$ cat config.mk
export PLATFORM = sky130hd
export DESIGN_NAME = sha256_byte_stream_hasher_unit
export DESIGN_NICKNAME = d
export VERILOG_FILES = /design/src/rtl/sha_pkg.sv /design/src/rtl/sha256_byte_stream_hasher_unit.sv /design/src/rtl/sha_ram.sv
export VERILOG_INCLUDE_DIRS = /design/src /design/src/rtl
export SDC_FILE = /design/constraint.sdc
export NUM_CORES = 2
export LEC_CHECK = 0
export BUFFER_PORTS_ARGS = -buffer_cell sky130_fd_sc_hd__buf_4
export CORE_MARGIN = 3
export CORE_UTILIZATION = 30
export CTS_BUF_LIST = sky130_fd_sc_hd__clkbuf_2
export CTS_CLUSTER_SIZE = 28
export DETAILED_ROUTE_END_ITERATION = 8
export GPL_ROUTABILITY_DRIVEN = 0
export GPL_TIMING_DRIVEN = 0
export REMOVE_ABC_BUFFERS = 1
export SLEW_MARGIN = 5
export SYNTH_ARGS = -nofsm -noshare
export SYNTH_HDL_FRONTEND = slang
export SYNTH_SLANG_ARGS = --single-unit
$ cat constraint.sdc
create_clock -name i_clk -period 18.2 [get_ports i_clk]
set_input_delay 3.64 -clock i_clk [delete_from_list [all_inputs] [get_ports i_clk]]
set_output_delay 3.64 -clock i_clk [all_outputs]
set_load 0.005 [all_outputs]
$ cat src/rtl/sha256_byte_stream_hasher_unit_macros.svh
// assertion macros for the sha-256 byte stream hasher
`ifndef SHA256_BYTE_STREAM_HASHER_UNIT_MACROS_SVH
`define SHA256_BYTE_STREAM_HASHER_UNIT_MACROS_SVH

// assert that an antecedent implies a consequent in the same cycle
`define SHA_ASSERT_IMP(label, clk, rst_n, ante, cons, msg) \
    label: assert property (@(posedge clk) disable iff (!rst_n) (ante) |-> (cons)) \
        else $error(msg);

// assert that an antecedent implies a consequent in the next cycle
`define SHA_ASSERT_NEXT(label, clk, rst_n, ante, cons, msg) \
    label: assert property (@(posedge clk) disable iff (!rst_n) (ante) |=> (cons)) \
        else $error(msg);

`endif

$ cat src/rtl/sha_pkg.sv
// package with types and constants for the sha-256 byte stream hasher
package sha_pkg;

    typedef struct packed {
        logic       mode;
        logic [7:0] data_byte;
    } t_in;

    typedef struct packed {
        logic [31:0] digest_word;
        logic [2:0]  word_index;
        logic        last_word;
    } t_out;

    localparam logic MODE_ABSORB = 1'b0;
    localparam logic MODE_FINISH = 1'b1;

    localparam logic [7:0] PAD_BYTE = 8'h80;
    localparam int unsigned LEN_POS = 56;

    localparam logic [31:0] INIT_VALUE [8] = '{
        32'h6a09e667, 32'hbb67ae85, 32'h3c6ef372, 32'ha54ff53a,
        32'h510e527f, 32'h9b05688c, 32'h1f83d9ab, 32'h5be0cd19
    };

    function automatic logic [31:0] round_const(input logic [5:0] idx);
        logic [31:0] k;
        case (idx)
            6'd0: k = 32'h428a2f98;  6'd1: k = 32'h71374491;
            6'd2: k = 32'hb5c0fbcf;  6'd3: k = 32'he9b5dba5;
            6'd4: k = 32'h3956c25b;  6'd5: k = 32'h59f111f1;
            6'd6: k = 32'h923f82a4;  6'd7: k = 32'hab1c5ed5;
            6'd8: k = 32'hd807aa98;  6'd9: k = 32'h12835b01;
            6'd10: k = 32'h243185be; 6'd11: k = 32'h550c7dc3;
            6'd12: k = 32'h72be5d74; 6'd13: k = 32'h80deb1fe;
            6'd14: k = 32'h9bdc06a7; 6'd15: k = 32'hc19bf174;
            6'd16: k = 32'he49b69c1; 6'd17: k = 32'hefbe4786;
            6'd18: k = 32'h0fc19dc6; 6'd19: k = 32'h240ca1cc;
            6'd20: k = 32'h2de92c6f; 6'd21: k = 32'h4a7484aa;
            6'd22: k = 32'h5cb0a9dc; 6'd23: k = 32'h76f988da;
            6'd24: k = 32'h983e5152; 6'd25: k = 32'ha831c66d;
            6'd26: k = 32'hb00327c8; 6'd27: k = 32'hbf597fc7;
            6'd28: k = 32'hc6e00bf3; 6'd29: k = 32'hd5a79147;
            6'd30: k = 32'h06ca6351; 6'd31: k = 32'h14292967;
            6'd32: k = 32'h27b70a85; 6'd33: k = 32'h2e1b2138;
            6'd34: k = 32'h4d2c6dfc; 6'd35: k = 32'h53380d13;
            6'd36: k = 32'h650a7354; 6'd37: k = 32'h766a0abb;
            6'd38: k = 32'h81c2c92e; 6'd39: k = 32'h92722c85;
            6'd40: k = 32'ha2bfe8a1; 6'd41: k = 32'ha81a664b;
            6'd42: k = 32'hc24b8b70; 6'd43: k = 32'hc76c51a3;
            6'd44: k = 32'hd192e819; 6'd45: k = 32'hd6990624;
            6'd46: k = 32'hf40e3585; 6'd47: k = 32'h106aa070;
            6'd48: k = 32'h19a4c116; 6'd49: k = 32'h1e376c08;
            6'd50: k = 32'h2748774c; 6'd51: k = 32'h34b0bcb5;
            6'd52: k = 32'h391c0cb3; 6'd53: k = 32'h4ed8aa4a;
            6'd54: k = 32'h5b9cca4f; 6'd55: k = 32'h682e6ff3;
            6'd56: k = 32'h748f82ee; 6'd57: k = 32'h78a5636f;
            6'd58: k = 32'h84c87814; 6'd59: k = 32'h8cc70208;
            6'd60: k = 32'h90befffa; 6'd61: k = 32'ha4506ceb;
            6'd62: k = 32'hbef9a3f7; 6'd63: k = 32'hc67178f2;
            default: k = 32'h0;
        endcase
        return k;
    endfunction

    function automatic logic [31:0] rotr(input logic [31:0] x, input int unsigned n);
        return (x >> n) | (x << (32 - n));
    endfunction

endpackage

$ cat src/rtl/sha256_byte_stream_hasher_unit.sv
// SHA-256 byte stream hasher: each absorb transaction writes one byte into a
// 16-word block memory; every 64th byte starts a compression. The compression
// loads each of the first 16 message words through a read state and a round
// state (the block memory is read one word per cycle through a registered read
// port), and for rounds 16 to 63 spends one address state and then four phases
// in which the four schedule taps arrive one at a time from the same memory; it
// then adds into the chaining value. No byte is taken during a compression. A
// finish transaction writes the padding (one word per cycle), runs one or two
// compressions and then offers the eight digest words, one per cycle while the
// output is ready.
`include "sha256_byte_stream_hasher_unit_macros.svh"

module sha256_byte_stream_hasher_unit (
    input  logic             i_clk,
    input  logic             i_rst_n,
    input  logic             i_valid,
    output logic             o_ready,
    input  sha_pkg::t_in     i_data,
    output logic             o_valid,
    input  logic             i_ready,
    output sha_pkg::t_out    o_data
);

    // state codes
    localparam logic [2:0] ST_IDLE = 3'd0;
    localparam logic [2:0] ST_PAD  = 3'd1;
    localparam logic [2:0] ST_RD   = 3'd2;
    localparam logic [2:0] ST_RND  = 3'd3;
    localparam logic [2:0] ST_ADD  = 3'd4;
    localparam logic [2:0] ST_OUT  = 3'd5;

    logic [2:0]  r_state;
    logic [5:0]  r_fill;
    logic [60:0] r_count;
    logic [31:0] r_h [8];
    logic [31:0] r_v [8];
    logic [31:0] r_word;       // partially assembled block word
    logic [5:0]  r_round;
    logic [1:0]  r_phase;      // schedule tap read phase
    logic [31:0] r_acc;        // schedule accumulator
    logic        r_fin;        // finishing a message
    logic        r_second;     // last padding block pending
    logic [3:0]  r_pad_idx;    // padding word index
    logic [3:0]  r_pad_end;    // last word to write for this padding block
    logic [2:0]  r_out_idx;

    // memory ports
    logic        mem_we;
    logic [3:0]  mem_waddr;
    logic [31:0] mem_wdata;
    logic [3:0]  mem_raddr;
    logic [31:0] mem_rdata;

    sha_ram #(.WIDTH(32), .DEPTH(16)) u_ram (
        .i_clk   (i_clk),
        .i_we    (mem_we),
        .i_waddr (mem_waddr),
        .i_wdata (mem_wdata),
        .i_raddr (mem_raddr),
        .o_rdata (mem_rdata)
    );

    logic        in_acc;
    logic [31:0] byte_word;
    logic [63:0] bits;
    logic [31:0] pad_word;
    logic [31:0] w_cur;
    logic [31:0] t1, t2, big0, big1, ch, maj, s0, s1;
    logic [3:0]  rd_addr_sched;

    assign o_ready = (r_state == ST_IDLE);
    assign in_acc  = i_valid && o_ready;
    assign bits    = {r_count, 3'b000};

    // current block word with the new byte merged in
    always_comb begin
        byte_word = r_word;
        case (r_fill[1:0])
            2'd0: byte_word = {i_data.data_byte, 24'h0};
            2'd1: byte_word[23:16] = i_data.data_byte;
            2'd2: byte_word[15:8] = i_data.data_byte;
            2'd3: byte_word[7:0] = i_data.data_byte;
            default: byte_word = r_word;
        endcase
    end

    // padding word for the current pad index
    always_comb begin
        pad_word = 32'h0;
        if (r_pad_idx == 4'd14 && !r_second) begin
            pad_word = bits[63:32];
        end else if (r_pad_idx == 4'd15 && !r_second) begin
            pad_word = bits[31:0];
        end
    end

    // schedule tap read address, one tap ahead of the data arriving:
    // t-15 while t-16 arrives, t-7 while t-15 arrives, t-2 while t-7 arrives
    always_comb begin
        case (r_phase)
            2'd0: rd_addr_sched = r_round[3:0] + 4'd1;
            2'd1: rd_addr_sched = r_round[3:0] + 4'd9;
            2'd2: rd_addr_sched = r_round[3:0] + 4'd14;
            default: rd_addr_sched = r_round[3:0];
        endcase
    end

    assign s0 = sha_pkg::rotr(mem_rdata, 7) ^ sha_pkg::rotr(mem_rdata, 18)
              ^ (mem_rdata >> 3);
    assign s1 = sha_pkg::rotr(mem_rdata, 17) ^ sha_pkg::rotr(mem_rdata, 19)
              ^ (mem_rdata >> 10);
    assign w_cur = (r_round < 6'd16) ? mem_rdata : (r_acc + s1);

    // round function
    assign big1 = sha_pkg::rotr(r_v[4], 6) ^ sha_pkg::rotr(r_v[4], 11)
                ^ sha_pkg::rotr(r_v[4], 25);
    assign ch   = (r_v[4] & r_v[5]) ^ (~r_v[4] & r_v[6]);
    assign big0 = sha_pkg::rotr(r_v[0], 2) ^ sha_pkg::rotr(r_v[0], 13)
                ^ sha_pkg::rotr(r_v[0], 22);
    assign maj  = (r_v[0] & r_v[1]) ^ (r_v[0] & r_v[2]) ^ (r_v[1] & r_v[2]);
    assign t1   = r_v[7] + big1 + ch + sha_pkg::round_const(r_round) + w_cur;
    assign t2   = big0 + maj;

    // memory access control
    always_comb begin
        mem_we    = 1'b0;
        mem_waddr = r_fill[5:2];
        mem_wdata = byte_word;
        mem_raddr = r_round[3:0];
        case (r_state)
            ST_IDLE: begin
                if (in_acc) begin
                    mem_we    = 1'b1;
                    mem_waddr = r_fill[5:2];
                    mem_wdata = (i_data.mode == sha_pkg::MODE_FINISH)
                              ? (byte_word & ~(32'hffffffff >> {r_fill[1:0], 3'b000}))
                                | ({sha_pkg::PAD_BYTE, 24'h0} >> {r_fill[1:0], 3'b000})
                              : byte_word;
                end
            end
            ST_PAD: begin
                mem_we    = 1'b1;
                mem_waddr = r_pad_idx;
                mem_wdata = pad_word;
            end
            ST_RD: begin
                // block word t, or schedule tap t-16 which shares its slot
                mem_raddr = r_round[3:0];
            end
            ST_RND: begin
                mem_raddr = rd_addr_sched;
                if (r_round >= 6'd16 && r_phase == 2'd3) begin
                    mem_we    = 1'b1;
                    mem_waddr = r_round[3:0];
                    mem_wdata = w_cur;
                end
            end
            default: begin
                mem_we = 1'b0;
            end
        endcase
    end

    // control and datapath registers
    always_ff @(posedge i_clk) begin
        if (!i_rst_n) begin
            r_state   <= ST_IDLE;
            r_fill    <= 6'd0;
            r_count   <= 61'd0;
            r_fin     <= 1'b0;
            r_second  <= 1'b0;
            r_out_idx <= 3'd0;
            r_phase   <= 2'd0;
            r_round   <= 6'd0;
            r_pad_idx <= 4'd0;
            r_pad_end <= 4'd0;
            for (int i = 0; i < 8; i++) begin
                r_h[i] <= sha_pkg::INIT_VALUE[i];
            end
        end else begin
            case (r_state)
                ST_IDLE: begin
                    if (in_acc) begin
                        r_word <= byte_word;
                        if (i_data.mode == sha_pkg::MODE_ABSORB) begin
                            r_count <= r_count + 61'd1;
                            r_fill  <= r_fill + 6'd1;
                            if (r_fill == 6'd63) begin
                                r_state <= ST_RD;
                                r_round <= 6'd0;
                                r_phase <= 2'd0;
                                r_fin   <= 1'b0;
                                for (int i = 0; i < 8; i++) begin
                                    r_v[i] <= r_h[i];
                                end
                            end
                        end else begin
                            r_fin     <= 1'b1;
                            r_state   <= ST_PAD;
                            r_pad_idx <= r_fill[5:2] + 4'd1;
                            if (r_fill >= 6'd56) begin
                                r_second  <= 1'b1;
                                r_pad_end <= 4'd15;
                            end else begin
                                r_second  <= 1'b0;
                                r_pad_end <= 4'd15;
                            end
                            // last block word: no zero words to write
                            if (r_fill[5:2] == 4'd15) begin
                                r_state <= ST_RD;
                                r_round <= 6'd0;
                                r_phase <= 2'd0;
                                for (int i = 0; i < 8; i++) begin
                                    r_v[i] <= r_h[i];
                                end
                            end
                        end
                    end
                end
                ST_PAD: begin
                    r_pad_idx <= r_pad_idx + 4'd1;
                    if (r_pad_idx == r_pad_end) begin
                        r_state <= ST_RD;
                        r_round <= 6'd0;
                        r_phase <= 2'd0;
                        for (int i = 0; i < 8; i++) begin
                            r_v[i] <= r_h[i];
                        end
                    end
                end
                ST_RD: begin
                    r_state <= ST_RND;
                end
                ST_RND: begin
                    if (r_round >= 6'd16 && r_phase != 2'd3) begin
                        // gather schedule taps
                        case (r_phase)
                            2'd0: r_acc <= mem_rdata;
                            2'd1: r_acc <= r_acc + s0;
                            2'd2: r_acc <= r_acc + mem_rdata;
                            default: r_acc <= r_acc;
                        endcase
                        r_phase <= r_phase + 2'd1;
                    end else begin
                        r_v[7] <= r_v[6];
                        r_v[6] <= r_v[5];
                        r_v[5] <= r_v[4];
                        r_v[4] <= r_v[3] + t1;
                        r_v[3] <= r_v[2];
                        r_v[2] <= r_v[1];
                        r_v[1] <= r_v[0];
                        r_v[0] <= t1 + t2;
                        r_phase <= 2'd0;
                        r_round <= r_round + 6'd1;
                        if (r_round == 6'd63) begin
                            r_state <= ST_ADD;
                        end else begin
                            r_state <= ST_RD;
                        end
                    end
                end
                ST_ADD: begin
                    for (int i = 0; i < 8; i++) begin
                        r_h[i] <= r_h[i] + r_v[i];
                    end
                    r_fill <= 6'd0;
                    if (!r_fin) begin
                        r_state <= ST_IDLE;
                    end else if (r_second) begin
                        r_second  <= 1'b0;
                        r_pad_idx <= 4'd0;
                        r_pad_end <= 4'd15;
                        r_state   <= ST_PAD;
                    end else begin
                        r_out_idx <= 3'd0;
                        r_state   <= ST_OUT;
                    end
                end
                ST_OUT: begin
                    if (i_ready) begin
                        r_out_idx <= r_out_idx + 3'd1;
                        if (r_out_idx == 3'd7) begin
                            r_state <= ST_IDLE;
                            r_fin   <= 1'b0;
                            r_count <= 61'd0;
                            r_fill  <= 6'd0;
                            for (int i = 0; i < 8; i++) begin
                                r_h[i] <= sha_pkg::INIT_VALUE[i];
                            end
                        end
                    end
                end
                default: begin
                    r_state <= ST_IDLE;
                end
            endcase
        end
    end

    // result transaction
    assign o_valid            = (r_state == ST_OUT);
    assign o_data.digest_word = r_h[r_out_idx];
    assign o_data.word_index  = r_out_idx;
    assign o_data.last_word   = (r_out_idx == 3'd7);

    // checks
    `SHA_ASSERT_IMP(a_no_in_busy, i_clk, i_rst_n, o_valid, !o_ready, "input taken while emitting")
    `SHA_ASSERT_NEXT(a_out_end, i_clk, i_rst_n, o_valid && i_ready && o_data.last_word, r_state == ST_IDLE && r_count == 61'd0, "no return to idle after last word")
    `SHA_ASSERT_IMP(a_phase_early, i_clk, i_rst_n, r_state == ST_RND && r_round < 6'd16, r_phase == 2'd0, "tap phase in early rounds")

endmodule

$ cat src/rtl/sha_ram.sv
// generic single-port write, single-port read ram with registered read
module sha_ram #(
    parameter int WIDTH = 32,
    parameter int DEPTH = 16
) (
    input  logic                     i_clk,
    input  logic                     i_we,
    input  logic [$clog2(DEPTH)-1:0] i_waddr,
    input  logic [WIDTH-1:0]         i_wdata,
    input  logic [$clog2(DEPTH)-1:0] i_raddr,
    output logic [WIDTH-1:0]         o_rdata
);

    logic [WIDTH-1:0] r_mem [DEPTH];
    logic [WIDTH-1:0] r_rdata;

    // write port and registered read port
    always_ff @(posedge i_clk) begin
        if (i_we) begin
            r_mem[i_waddr] <= i_wdata;
        end
        r_rdata <= r_mem[i_raddr];
    end

    assign o_rdata = r_rdata;

endmodule
# Yosys cells after proc, flatten, opt, wreduce, memory -nomap -nowiden
# Memory sizes are Yosys's and may differ from the RTL's. A register that Yosys moved wholly into a read port is not among the register bits.
# Cells that the tools add are included.
# classes
add_sub_neg	28
order_cmp	3
n_eq_ne	31
n_shift	2
mux	155
n_bitwise	70
reduce_logical	28
# op_table
cell	count
$mux 32	46
$add 32x32->32	18
$xor 32x32->32	9
$mux 61	4
$and 32x32->32	6
$pmux 32 s3	2
$pmux 61 s2	1
$mux 6	12
$not 32->32	2
$shr 32x5->32 const A	2
$add 61x1->61 const B	1
$pmux 8 s2	3
$mux 3	15
$mux 1	42
$mux 4	10
$or 1x1->1	40
$pmux 6 s3	2
$or 10x32->32	1
$or 13x32->32	1
$or 14x32->32	1
$or 15x32->32	1
$or 19x32->32	1
$or 21x32->32	1
$or 25x32->32	1
45 further kinds	95
# word_totals
register_bits	155
mem_bits_rw	1024
rom_bits	2048
inputBits	13
wordCells	333
mem_count	4
# memory_table
memory	depth	word_bits	rd	rd_ports_with_merged_regs	wr	line	text
(name not given)	64	32	1	1	0	sha_pkg.sv:28	case (idx)
u_ram.r_mem	16	32	1	1	1	sha_ram.sv:14	logic [WIDTH-1:0] r_mem [DEPTH];
r_h	8	32	9	1	8	sha256_byte_stream_hasher_unit.sv:35	logic [31:0] r_h [8];
r_v	8	32	8	0	8	sha256_byte_stream_hasher_unit.sv:36	logic [31:0] r_v [8];

# Longest topological paths before layout
# depth
word_depth	10
ltp_mapped	46
mapped_depth_nobuf	45

# Cells and area by module
# Synthesis repeated with hierarchy kept, for this count alone.
# hier_totals
hier_cells	7248
hier_area_um2	78496.5
# by_module_without_submodules
mod	instances	cells_per_inst	area_each_um2
sha256_byte_stream_hasher_unit	1	6410	58661.3
sha_ram	1	838	19835.3

# Worst setup path before layout
# No wires, ideal clock.
# synth_path
kind	in2reg
start	input port i_valid
end	memory r_v[1][0], in the netlist r_v[0][32] (enable)
t_arrival_ps	8890
required_time_ps	17635
path_slack_ps	8744
stages	6
path_buffers	2
cell_sequence	inv_1 o21ai_2 or3b_1 buf_2 clkbuf_1 nor3_1
# synth_rtl
element	line	text
from (decl)	sha256_byte_stream_hasher_unit.sv:16	input logic i_valid,
to (decl)	sha256_byte_stream_hasher_unit.sv:36	

==> impl_metrics.yaml <==
logic_synthesis:
  synth.avg_cell_area_um2: 9.91
  ys_seq_elements: 1243
  async_flop_share_pct: 0
  synth_edf_count: 960
  ys_warn_count: 0
  netlist.area_leader.share_pct: 36.2
  synth_compound_area_share_pct: 17.1
  synthAdderAreaFrac_pct: 10.3
  synthXorXnorAreaFrac_pct: 7.04
  synth_area_leaders: "edfxtp_1, dfxtp_1, ha_1, nand2_1, xnor2_1"
  yosysTopAreaCell: "edfxtp_1"
  ys_top_cells_by_count: "nand2_1, edfxtp_1, a21oi_1"
  synth_area_um2: 79600
  synth_cell_types: 104
  synth_top_family_by_area: "compound AO/OA/AOI/OAI gates"
  synthMuxAreaShare_pct: 5.10
  synth_seq_area_share_pct: 43.3
  netlist_instances: 8040
  synth-simple-area-share_pct: 13.1
  yosysMostFrequentCell: "nand2_1"
  ys.flop_type: "edfxtp_1"
cells_and_area:
  utilization_pct: 33.6
  fin_area_um2: 88500
  n_fill_cell: 26593
  num-nets-final: 8724
  drive_gt1_share_pct: 11.7
  areaGrowthSynthToFinish_pct: 11.1
clock_network:
  hold_buffers: 0
  cts.repair.resized: 0
  post_cts_buffers: 0
  cts.sinks: 1243
  clockRootBuffer: "clkbuf_2"
  clock_path_buffers: 4
  cts_tree: "built"
  htreeDepth: 5
  clk_latency_ns: 1.89
  path_clk_slew_ns: 0.10
  cts_buffers: 349
floorplanning:
  initial_utilization_pct: 30.3
  rows: 188
  die_area_um2: 272000
  io_pins: 51
  core_um2: 263000
  die_y_um: 521
  die_w_um: 521
global_route:
  first_global_vias: 62654
  grt.total_usage_pct: 18.5
  grt_overflow: 0
  grt_max_degree: 69
  grt_antenna_before_repair: 16
  grt_pass1_wl_um: 387000
sta:
  period_needed_ns: 11.59
  tightestPinTransition_ns: 1.39
  slew_violations: 0
  fin_tns_setup_ns: 0
  rsz0062_at_grt: "no"
  fin_skew_ns: 0.229
  slew_headroom_pct: 6.75
  setup_violations: 0
  fmax_mhz: 86.3
  finalCritPeriodShare_pct: 63.7
  report.final.hold_viol_count: 0
power:
  peakVddDrop_mv: 0.342
  power_w: 0.0187
  p_leak_nw: 35.0
  p_per_area_nw_per_um2: 211
route:
  drt-vias-per-instance: 5.39
  vias: 64321
  drt.antenna.violating_nets: 0
  drt_iter0_drc: 6961
  routed_wl_um: 259000
  route.detailed.drc: 13
  dr.pass1.iters: 9
  routedWlPerCell_um: 21.7
setup_path:
  cp-end-kind: "flop"
  critPathKind: "reg -> reg"
  worst_ep_required_time_ns: 19.63
  start_kind: "flop"
  slowest_delay_ns: 0.95
  path_max_fanout: 9
  crit_slowest_cell: "dfxtp_1"
  arrival_ns: 13.02
run_status:
  status: "complete, but fails checks"
  violations: "DRC"
place:
  placed_area_um2: 85400
  dp_hpwl_um: 189000
  io_buffers: 50
run:
  max_cap_viol_count: 0
min_path:
  hold_class: "reg -> reg"
flip-flops by register name, indices dropped and copies added (netlist names), 2 cells and up, named ones only:
| name | count |
|---|---|
| r_fill | 6 |
| r_state | 3 |
| r_count | 61 |
| r_h | 256 |
| r_out_idx | 3 |
| u_ram.o_rdata | 32 |
| r_round | 6 |
| r_v | 256 |
| u_ram.r_mem | 512 |
| r_word | 32 |
| r_pad_idx | 4 |
| r_acc | 32 |
| r_phase | 2 |
per-layer routing:
metal / track usage [%] / wire [um]
met1: 24.5 / 108000
met2: 29.0 / 116000
met3: 4.09 / 23800
met4: 7.80 / 11500
met5: 0 / 10
cell families after synthesis:
family / count (synthesis)
buffers and inverters: 844
adder cells (fa/ha/maj): 574
flip-flops: 1243
multiplexers: 317
AO/OA/AOI/OAI: 2116
XOR/XNOR: 640
AND/OR/NAND/NOR: 2306
power by group:
group / switching, W / total (W) / internal (W)
clock network: 0.00127 / 0.00208 / 0.000810
logic: 0.00775 / 0.0130 / 0.00522
registers: 0.000335 / 0.00361 / 0.00328
worst max-delay path, delay by kind of cell (launching register included):
kind	cells	cell delay (ns)
AOI/OAI and AO/OA	16	3.84
adders and majority gates	8	3.32
xor gates and xnor gates	5	1.36
and+or+nand+nor	8	0.98
DFF	1	0.95
muxes	1	0.35
buffers and inverters	5	0.33
worst paths after layout:
kind	start	to	slack, ns	depth (start not counted)
worst max-delay path	u_ram.o_rdata[19]$_DFF_P_	r_v[0][31]$_DFFE_PP_	6.61	43
worst min-delay path	r_h[7][26]$_SDFFE_PP0P_	r_h[7][26]$_SDFFE_PP0P_	0.49	2
worst max register to register	u_ram.o_rdata[19]$_DFF_P_	r_v[0][31]$_DFFE_PP_	6.61	43
worst min register to register	r_h[7][26]$_SDFFE_PP0P_	r_h[7][26]$_SDFFE_PP0P_	0.49	2
metrics by stage:
stage	setup slack (ns)	hold WS, ns	std cells
finish	6.61	0.487	11937
global route	6.00	0.511	11931
CTS	6.58	0.486	11922
detailed placement	6.86	0.474	11305
global placement	-19.49	0.463	11158
floorplan	-2.97	0.446	7593
cell usage in the layout (no fill, tap or decap), types with 25 or more instances in the layout:
cell type / n
and2_1: 25
mux2_2: 68
o21a_1: 55
nand4_1: 42
dfxtp_1: 280
a21oi_1: 596
o211ai_1: 85
a31oi_1: 48
nand3_1: 129
buf_4: 100
mux2i_1: 184
nand2b_1: 71
edfxtp_1: 960
xor2_1: 273
o21bai_1: 59
o21ai_0: 430
or3_1: 37
nor2_1: 394
a221oi_1: 29
xnor2_1: 367
nand2_1: 1158
a211oi_1: 281
nor3_1: 80
buf_16: 36
clkbuf_2: 528
and3_1: 47
ha_1: 432
buf_12: 39
a21o_1: 232
inv_1: 389
mux4_2: 64
clkinv_1: 69
nor2b_1: 188
fa_1: 135
final cells by class:
| cell class | count | area, um^2 | share of cell area, % |
|---|---|---|---|
| flip-flops and latches | 1243 | 34500 | 39.0 |
| well taps | 3515 | 4400 | 4.97 |
| multi-input cells | 5953 | 42200 | 47.7 |
| inverters | 397 | 1500 | 1.70 |
| clock buffers | 528 | 2640 | 2.99 |
| clock inverters | 89 | 428 | 0.484 |
| diodes | 14 | 35.0 | 0.0396 |
| repair buffers | 198 | 2790 | 3.15 |
No activity file was read; power rests on OpenSTA's default activity.
